===== src/rtl/arip_pkg.sv =====
// ----------------------------------------------------------------------------
// arip_pkg
// shared types, character codes and digit decode for the integer parser
// ----------------------------------------------------------------------------
package arip_pkg;

    localparam int VALUE_W = 32;
    localparam int BASE_W  = 6;

    localparam logic [7:0] CH_NUL   = 8'h00;
    localparam logic [7:0] CH_TAB   = 8'h09;
    localparam logic [7:0] CH_SPACE = 8'h20;
    localparam logic [7:0] CH_PLUS  = 8'h2B;
    localparam logic [7:0] CH_MINUS = 8'h2D;
    localparam logic [7:0] CH_0     = 8'h30;
    localparam logic [7:0] CH_9     = 8'h39;
    localparam logic [7:0] CH_UA    = 8'h41;
    localparam logic [7:0] CH_UZ    = 8'h5A;
    localparam logic [7:0] CH_UX    = 8'h58;
    localparam logic [7:0] CH_LA    = 8'h61;
    localparam logic [7:0] CH_LZ    = 8'h7A;
    localparam logic [7:0] CH_LX    = 8'h78;

    localparam logic [BASE_W-1:0] BASE_MIN     = 6'd2;
    localparam logic [BASE_W-1:0] BASE_MAX     = 6'd36;
    localparam logic [BASE_W-1:0] BASE_DEFAULT = 6'd10;
    localparam logic [BASE_W-1:0] BASE_HEX     = 6'd16;
    localparam logic [BASE_W-1:0] NOT_A_DIGIT  = 6'd36;

    typedef enum logic [2:0] {
        PH_SPACE  = 3'd0,
        PH_SIGNED = 3'd1,
        PH_ZERO   = 3'd2,
        PH_DIGITS = 3'd3,
        PH_DONE   = 3'd4
    } phase_t;

    // one queued operation for the accumulator side
    typedef struct packed {
        logic              mac;
        logic [BASE_W-1:0] digit;
        logic [BASE_W-1:0] base;
        logic              last;
        logic              negative;
    } op_t;

    function automatic logic [BASE_W-1:0] digit_of(input logic [7:0] c);
        logic [BASE_W-1:0] d;
        d = NOT_A_DIGIT;
        if (c >= CH_0 && c <= CH_9) begin
            d = BASE_W'(c - CH_0);
        end else if (c >= CH_LA && c <= CH_LZ) begin
            d = BASE_W'(c - CH_LA + 8'd10);
        end else if (c >= CH_UA && c <= CH_UZ) begin
            d = BASE_W'(c - CH_UA + 8'd10);
        end
        return d;
    endfunction

endpackage


===== src/rtl/arip_front.sv =====
// ----------------------------------------------------------------------------
// arip_front
// character classifier: whitespace, sign, hex prefix and digit phases
// ----------------------------------------------------------------------------
module arip_front
    import arip_pkg::*;
(
    input  logic       clk,
    input  logic       rst_n,
    input  logic       accept,
    input  logic [7:0] character,
    input  logic [7:0] radix,
    input  logic       last,
    output logic       push,
    output op_t        push_op
);

    phase_t phase_reg, phase_next, phase_upd;
    logic   negative_reg, negative_next, negative_upd;

    logic [BASE_W-1:0] base;
    logic [BASE_W-1:0] digit;
    logic              is_digit;
    logic              mac;

    always_ff @(posedge clk or negedge rst_n)
    begin
        if (!rst_n)
        begin
            phase_reg    <= PH_SPACE;
            negative_reg <= 1'b0;
        end
        else
        begin
            phase_reg    <= phase_next;
            negative_reg <= negative_next;
        end
    end

    always_comb
    begin
        base = (radix < 8'(BASE_MIN) || radix > 8'(BASE_MAX)) ? BASE_DEFAULT
                                                               : radix[BASE_W-1:0];
        digit    = digit_of(character);
        is_digit = (character != CH_NUL) && (digit < base);

        phase_upd    = phase_reg;
        negative_upd = negative_reg;
        mac          = 1'b0;

        unique case (phase_reg)
            PH_SPACE, PH_SIGNED:
            begin
                if (phase_reg == PH_SPACE &&
                    (character == CH_SPACE || character == CH_TAB))
                begin
                    phase_upd = PH_SPACE;
                end
                else if (phase_reg == PH_SPACE && character == CH_MINUS)
                begin
                    negative_upd = 1'b1;
                    phase_upd    = PH_SIGNED;
                end
                else if (phase_reg == PH_SPACE && character == CH_PLUS)
                begin
                    phase_upd = PH_SIGNED;
                end
                else if (base == BASE_HEX && character == CH_0)
                begin
                    phase_upd = PH_ZERO;
                end
                else if (is_digit)
                begin
                    mac       = 1'b1;
                    phase_upd = PH_DIGITS;
                end
                else
                begin
                    phase_upd = PH_DONE;
                end
            end
            PH_ZERO:
            begin
                // the leading zero added nothing, so the accumulator is still zero
                if (character == CH_LX || character == CH_UX)
                begin
                    phase_upd = PH_DIGITS;
                end
                else if (is_digit)
                begin
                    mac       = 1'b1;
                    phase_upd = PH_DIGITS;
                end
                else
                begin
                    phase_upd = PH_DONE;
                end
            end
            PH_DIGITS:
            begin
                if (is_digit)
                begin
                    mac       = 1'b1;
                    phase_upd = PH_DIGITS;
                end
                else
                begin
                    phase_upd = PH_DONE;
                end
            end
            default:
            begin
                phase_upd = PH_DONE;
            end
        endcase

        phase_next    = phase_reg;
        negative_next = negative_reg;
        if (accept)
        begin
            phase_next    = last ? PH_SPACE : phase_upd;
            negative_next = last ? 1'b0 : negative_upd;
        end

        push             = accept && (mac || last);
        push_op.mac      = mac;
        push_op.digit    = digit;
        push_op.base     = base;
        push_op.last     = last;
        push_op.negative = negative_upd;
    end

endmodule


===== src/rtl/arip_fifo.sv =====
// ----------------------------------------------------------------------------
// arip_fifo
// short operation queue between classifier and accumulator
// ----------------------------------------------------------------------------
module arip_fifo
    import arip_pkg::*;
#(
    parameter int DEPTH = 4
)
(
    input  logic clk,
    input  logic rst_n,
    input  logic push,
    input  op_t  push_op,
    input  logic pop,
    output op_t  head_op,
    output logic empty,
    output logic full
);

    localparam int PTR_W = (DEPTH > 1) ? $clog2(DEPTH) : 1;
    localparam int CNT_W = $clog2(DEPTH + 1);

    op_t              entry_reg [DEPTH];
    logic [PTR_W-1:0] wr_ptr_reg, wr_ptr_next;
    logic [PTR_W-1:0] rd_ptr_reg, rd_ptr_next;
    logic [CNT_W-1:0] count_reg, count_next;

    always_ff @(posedge clk)
    begin
        if (push)
        begin
            entry_reg[wr_ptr_reg] <= push_op;
        end
    end

    always_ff @(posedge clk or negedge rst_n)
    begin
        if (!rst_n)
        begin
            wr_ptr_reg <= '0;
            rd_ptr_reg <= '0;
            count_reg  <= '0;
        end
        else
        begin
            wr_ptr_reg <= wr_ptr_next;
            rd_ptr_reg <= rd_ptr_next;
            count_reg  <= count_next;
        end
    end

    always_comb
    begin
        wr_ptr_next = wr_ptr_reg;
        rd_ptr_next = rd_ptr_reg;
        count_next  = count_reg;
        if (push)
        begin
            wr_ptr_next = (wr_ptr_reg == PTR_W'(DEPTH - 1)) ? '0 : wr_ptr_reg + 1'b1;
        end
        if (pop)
        begin
            rd_ptr_next = (rd_ptr_reg == PTR_W'(DEPTH - 1)) ? '0 : rd_ptr_reg + 1'b1;
        end
        if (push && !pop)
        begin
            count_next = count_reg + 1'b1;
        end
        else if (pop && !push)
        begin
            count_next = count_reg - 1'b1;
        end
    end

    assign head_op = entry_reg[rd_ptr_reg];
    assign empty   = (count_reg == '0);
    assign full    = (count_reg == CNT_W'(DEPTH));

    a_no_overflow: assert property (@(posedge clk) disable iff (!rst_n)
        push |-> !full || pop)
        else $error("push into full queue");

    a_no_underflow: assert property (@(posedge clk) disable iff (!rst_n)
        pop |-> !empty)
        else $error("pop from empty queue");

    a_count_up: assert property (@(posedge clk) disable iff (!rst_n)
        (push && !pop) |=> count_reg == $past(count_reg) + 1'b1)
        else $error("queue count lost a push");

endmodule


===== src/rtl/arip_back.sv =====
// ----------------------------------------------------------------------------
// arip_back
// accumulator: multiply-add per digit, sign and result register
// ----------------------------------------------------------------------------
module arip_back
    import arip_pkg::*;
(
    input  logic               clk,
    input  logic               rst_n,
    input  logic               head_valid,
    input  op_t                head_op,
    output logic               pop,
    output logic               out_valid,
    input  logic               out_ready,
    output logic [VALUE_W-1:0] out_value
);

    logic [VALUE_W-1:0] acc_reg, acc_next;
    logic [VALUE_W-1:0] out_value_reg, out_value_next;
    logic               out_valid_reg, out_valid_next;

    logic [VALUE_W-1:0] product;
    logic [VALUE_W-1:0] acc_upd;

    always_ff @(posedge clk or negedge rst_n)
    begin
        if (!rst_n)
        begin
            acc_reg       <= '0;
            out_valid_reg <= 1'b0;
        end
        else
        begin
            acc_reg       <= acc_next;
            out_valid_reg <= out_valid_next;
        end
    end

    always_ff @(posedge clk)
    begin
        out_value_reg <= out_value_next;
    end

    always_comb
    begin
        // a final op waits only while the result register is held
        pop = head_valid && (!head_op.last || !out_valid_reg || out_ready);

        // only the low word is kept, so the product wraps modulo 2^32
        product = acc_reg * VALUE_W'(head_op.base);
        acc_upd = head_op.mac ? product + VALUE_W'(head_op.digit) : acc_reg;

        acc_next       = acc_reg;
        out_value_next = out_value_reg;
        out_valid_next = out_valid_reg && !out_ready;
        if (pop)
        begin
            acc_next = head_op.last ? '0 : acc_upd;
            if (head_op.last)
            begin
                out_value_next = head_op.negative ? (~acc_upd + 1'b1) : acc_upd;
                out_valid_next = 1'b1;
            end
        end
    end

    assign out_valid = out_valid_reg;
    assign out_value = out_value_reg;

endmodule


===== src/rtl/ascii_radix_integer_parser_top.sv =====
// ----------------------------------------------------------------------------
// ascii_radix_integer_parser_top
// streaming ascii-to-integer parser with selectable radix
// ----------------------------------------------------------------------------
// usage
//   input channel (s_*): one item per string character; tdata carries the
//   character byte and the radix, tlast marks the final character. a radix
//   outside 2..36 counts as 10.
//   output channel (m_*): one item per string, the signed 32-bit value
//   wrapped modulo 2^32; a string without digits gives zero.
// throughput and result path
//   one character per cycle sustained while the queue has room. the result
//   of a string reaches m_tvalid through the queue and the result register:
//   the classifier writes the queue at the edge that takes its last character,
//   then the multiply-add loads the result register from the queue head.
//   the rate is set by the single 32x6 multiply-add in the accumulator.
// reset
//   rst_n clears the parse phase, sign, accumulator, queue and result valid;
//   the block then waits for the first character of a new string.
// stall
//   while m_tready is low the result register holds; further strings are
//   parsed into the queue until it fills, then s_tready drops.
// ----------------------------------------------------------------------------
module ascii_radix_integer_parser_top
    import arip_pkg::*;
#(
    parameter int QUEUE_DEPTH = 4
)
(
    input  logic        clk,
    input  logic        rst_n,
    // input items
    input  logic        s_tvalid,
    output logic        s_tready,
    input  logic [15:0] s_tdata,    // [7:0] character, [15:8] radix
    input  logic        s_tlast,    // last character of the string
    // result items
    output logic        m_tvalid,
    input  logic        m_tready,
    output logic [31:0] m_tdata     // [31:0] value, signed
);

    logic accept;
    logic push;
    op_t  push_op;
    op_t  head_op;
    logic pop;
    logic empty;
    logic full;

    // no item is taken while the queue is full
    assign s_tready = !full;
    assign accept   = s_tvalid && s_tready;

    // front: phase tracking and per-character classification
    arip_front u_front (
        .clk       (clk),
        .rst_n     (rst_n),
        .accept    (accept),
        .character (s_tdata[7:0]),
        .radix     (s_tdata[15:8]),
        .last      (s_tlast),
        .push      (push),
        .push_op   (push_op)
    );

    // queue: only digits and end-of-string markers are stored
    arip_fifo #(
        .DEPTH (QUEUE_DEPTH)
    ) u_fifo (
        .clk     (clk),
        .rst_n   (rst_n),
        .push    (push),
        .push_op (push_op),
        .pop     (pop),
        .head_op (head_op),
        .empty   (empty),
        .full    (full)
    );

    // back: accumulate and emit the signed value
    arip_back u_back (
        .clk        (clk),
        .rst_n      (rst_n),
        .head_valid (!empty),
        .head_op    (head_op),
        .pop        (pop),
        .out_valid  (m_tvalid),
        .out_ready  (m_tready),
        .out_value  (m_tdata)
    );

endmodule


===== config.mk =====
export PLATFORM = sky130hd
export DESIGN_NAME = ascii_radix_integer_parser_top
export DESIGN_NICKNAME = d
export VERILOG_FILES = /design/src/rtl/arip_pkg.sv /design/src/rtl/arip_front.sv /design/src/rtl/arip_fifo.sv /design/src/rtl/arip_back.sv /design/src/rtl/ascii_radix_integer_parser_top.sv
export SDC_FILE = /design/constraint.sdc
export NUM_CORES = 1
export LEC_CHECK = 0
export ABC_AREA = 1
export CORE_UTILIZATION = 65
export DETAILED_ROUTE_END_ITERATION = 12
export DONT_BUFFER_PORTS = 1
export HOLD_SLACK_MARGIN = 0.08
export PLACE_DENSITY_LB_ADDON = 0.1
export RECOVER_POWER = 25
export SYNTH_ARGS = -nofsm -noshare
export SYNTH_HDL_FRONTEND = slang
export SYNTH_SLANG_ARGS = --single-unit
export TNS_END_PERCENT = 50

===== constraint.sdc =====
create_clock -name clk -period 11.6 [get_ports clk]
set_input_delay 2.32 -clock clk [delete_from_list [all_inputs] [get_ports clk]]
set_output_delay 2.32 -clock clk [all_outputs]
set_load 0.1 [all_outputs]

==> run summary <==
===============================================================================================
CP peak stage delay                                                                     1020 ps
Clock latency of the later-clocked register in the worst-skew pair                       440 ps
Critical path data arrival time                                                         8490 ps
DRT Wirelength                                                                         37400 um
Slowest stage cell on the critical path                                            sky130_fd_sc_hd__dfrtp_1
R2r worst-path depth                                                                         29
Die Area                                                                            0.0215 mm^2
Portion of the post-synthesis area used by sequential elements                            28.4%
Hold bufs inserted after CTS                                                                  0
Clock tree from TritonCTS                                                                   yes
Initial drt markers                                                                        1099
Post CTS Setup Buffer Count                                                                   0
Number of port buffers                                                                        0
Global-route wire length before repair                                                 60000 um
Dominant cell by count in the synthesized netlist                                  sky130_fd_sc_hd__nand2_1
Clock input transition at the sequential cells of the worst setup and hold paths          60 ps
DRC viols                                                                                     0
CP Class                                                                           flop to flop
Number of enable flip-flop cells after synthesis                                             92
Clock tree buffer depth                                                                       2
RSZ-0062 raised after global routing                                                         no
Routability cong.                                                                         0.968
Critical-path maximum fanout                                                                 34
Fin. Hold Viols                                                                               0
Number of antenna cells inserted                                                              0
Gr ovfl total                                                                                 0
Startpoint of the lowest-slack register-to-register path                           u_fifo.rd_ptr_reg[0]
Fraction of layout instances using a drive strength above 1                               3.51%
Final number of max-transition violations                                                    33
Die H                                                                                    147 um
TritonCTS Sinks                                                                             136
Warnings from Yosys                                                                           0
Synthesized net count                                                                      2043
Fraction of post-synthesis cell area in the top cell type by area                         20.3%
Capturing element type of the critical path                                                flop
Via count of the first global-routing pass                                                11600
Final-layout setup total negative slack                                                    0 ps
Top area cells in the synthesized netlist                                          sky130_fd_sc_hd__edfxtp_1 (20%), sky130_fd_sc_hd__fa_1 (17%), sky130_fd_sc_hd__nand2_1 (15%)
Overall fraction of global-route tracks in use                                            36.4%
Period utilisation layout                                                                 71.6%
Setup skew after layout                                                                 12.4 ps
Effective utilization at floorplan                                                        66.7%
Tightest slew margin relative to the limit                                               -12.1%
Count of filler cells inserted in the layout                                               1681
Worst hold path cell count                                                                    1
Failing checks                                                                     max-capacitance violations, max-slew violations
H-tree depth                                                                                  4
Maximum number of pins on one net before global-route repair                                 47
Top achievable clock speed                                                            0.120 GHz
Pre-antenna DRT Iters                                                                         7
Final setup violation count                                                                   0
Netlist area before placement                                                       0.0136 mm^2
Number of flip-flops in the largest register                                                 60
Via count                                                                                 12000
Drt via density                                                                            5.73
Destination of the worst hold path                                                 u_fifo.count_reg[2]
Outcome                                                                            finished with violations
Register-to-Register Setup Slack                                                        3290 ps
Initial antenna violation count                                                               0
Flip-flop and latch count after synthesis                                                   136
Clock period minus worst slack                                                          8310 ps
Count of cell types in the netlist                                                           48
Number of ports placed on the die boundary                                                   55
Cell repeated most along the worst path                                            sky130_fd_sc_hd__nand2_1
Number of buffers inserted during clock tree synthesis                                       17
Share of synthesized flip-flops with an asynchronous set or reset                         32.4%
Hold path startpoint                                                               u_fifo.count_reg[2]
Leading post-synthesis cells by instance count                                     sky130_fd_sc_hd__nand2_1 (536), sky130_fd_sc_hd__nor2_1 (289), sky130_fd_sc_hd__inv_1 (285)
Average wire per cell in the routed design                                              17.9 um
Placed wire-length estimate after detailed placement                                   28900 um
Worst Hold Class                                                                   flop to flop
Synthesized instance count                                                                 1824
Die width                                                                                147 um
Cell type contributing the most total cell area after synthesis                    sky130_fd_sc_hd__edfxtp_1
Kind of start point of the critical path                                                   flop
# resized after CTS                                                                           0
Root Buffer                                                                        sky130_fd_sc_hd__clkbuf_16
Final nets                                                                                 2029
R2R Path End                                                                       u_back.out_value[27]
Core Footprint                                                                      0.0204 mm^2
Measured slew at the worst slew-check pin                                               1680 ps
Area overhead of the layout relative to synthesis                                         5.91%
Critical Path RT                                                                       11780 ps
Top_reg_cell synth                                                                 sky130_fd_sc_hd__edfxtp_1
Residual antenna-violating net count after detailed routing                                   0
Std cell rows                                                                                52
Max-capacitance violation count                                                               1
Synthesized area divided by synthesized cell count                                    7.45 um^2
===============================================================================================
logic make-up (layout without fill, tap and decap cells):
kind of cell | after synthesis | in the layout | synth area share [%]
multiplexers | 1 | 1 | 0.0829
adder cells (fa/ha/maj) | 198 | 198 | 24.5
AND/OR/NAND/NOR | 1007 | 1007 | 30.3
flip-flops | 136 | 136 | 28.4
XOR/XNOR | 29 | 29 | 1.87
AO/OA/AOI/OAI | 123 | 123 | 5.50
buffers and inverters | 330 | 329 | 9.33
layer usage:
metal	up-vias	share of wire (%)	track usage, %
li1	5702	-	-
met1	5564	39	45.3
met2	595	47	58.9
met3	133	6.9	5.31
met4	0	7.0	24.5
met5	-	0	0
metrics by stage:
stage,instances,hold slack [ps],utilization [%],cell area [um^2],setup WS [ps]
final,2093,516,70.7,14400,3290
after global routing,2093,533,70.7,14400,2710
after CTS,2093,515,70.7,14400,3680
after detailed placement,2061,499,67.8,13800,3780
after global placement,2061,499,67.8,13800,3980
after floorplan,1824,469,-,13600,5440
worst max-delay path: cells and delay by family (launching register included):
family | cells | cell delay [ps]
XOR/XNOR | 2 | 460
flip-flops | 1 | 1020
buffers and inverters | 5 | 1060
AND/OR/NAND/NOR | 17 | 3050
adder cells (fa/ha/maj) | 5 | 2460
worst max path at each step:
| stage | start | to | slack (ps) | cells past startpoint |
|---|---|---|---|---|
| global route | u_fifo.rd_ptr_reg[0] | u_back.out_value[22] | 2710 | 31 |
| global placement | u_fifo.rd_ptr_reg[0] | u_back.out_value[21] | 3980 | 29 |
| floorplan | s_tdata[1] | u_fifo.entry_reg[0][0] | 5440 | 18 |
| finish | u_fifo.rd_ptr_reg[0] | u_back.out_value[27] | 3290 | 29 |
| CTS | u_fifo.rd_ptr_reg[0] | u_back.out_value[27] | 3680 | 29 |
| detailed placement | u_fifo.rd_ptr_reg[0] | u_back.out_value[27] | 3780 | 29 |
layout by cell type (no fill, tap or decap), types with 3 or more instances in the layout:
cell / instances
sky130_fd_sc_hd__inv_2: 3
sky130_fd_sc_hd__nor2_4: 3
sky130_fd_sc_hd__edfxtp_1: 92
sky130_fd_sc_hd__nor2_1: 288
sky130_fd_sc_hd__o21ai_0: 35
sky130_fd_sc_hd__a21boi_1: 3
sky130_fd_sc_hd__nor3_1: 10
sky130_fd_sc_hd__o22ai_1: 34
sky130_fd_sc_hd__nand3_2: 3
sky130_fd_sc_hd__o21ai_2: 5
sky130_fd_sc_hd__a32o_1: 3
sky130_fd_sc_hd__inv_8: 3
sky130_fd_sc_hd__buf_4: 6
sky130_fd_sc_hd__xor2_1: 20
sky130_fd_sc_hd__a21oi_1: 27
sky130_fd_sc_hd__nand4_1: 23
sky130_fd_sc_hd__o21bai_1: 3
sky130_fd_sc_hd__xnor2_1: 9
sky130_fd_sc_hd__clkbuf_16: 17
sky130_fd_sc_hd__dfrtp_1: 44
sky130_fd_sc_hd__nand2_1: 536
sky130_fd_sc_hd__ha_1: 85
sky130_fd_sc_hd__clkinv_4: 3
sky130_fd_sc_hd__inv_6: 3
sky130_fd_sc_hd__fa_1: 113
sky130_fd_sc_hd__nor2_2: 6
sky130_fd_sc_hd__inv_1: 286
sky130_fd_sc_hd__nand3b_1: 6
sky130_fd_sc_hd__and2_1: 7
sky130_fd_sc_hd__nand3_1: 118
sky130_fd_sc_hd__o21ai_1: 3
area by class of cell:
type                       count  area (um^2)  area share, %
clock buffer                  18          429           2.98
clock inverter                14          164           1.14
inverter                     290         1090           7.56
multi-input combinational   1358         8460           58.8
sequential                   136         3860           26.8
tap                          270          338           2.35
timing repair buffer           7         48.8          0.339
Power is not shown: default switching activity piles up to over one toggle a cycle in this logic, so the estimate is an artifact.
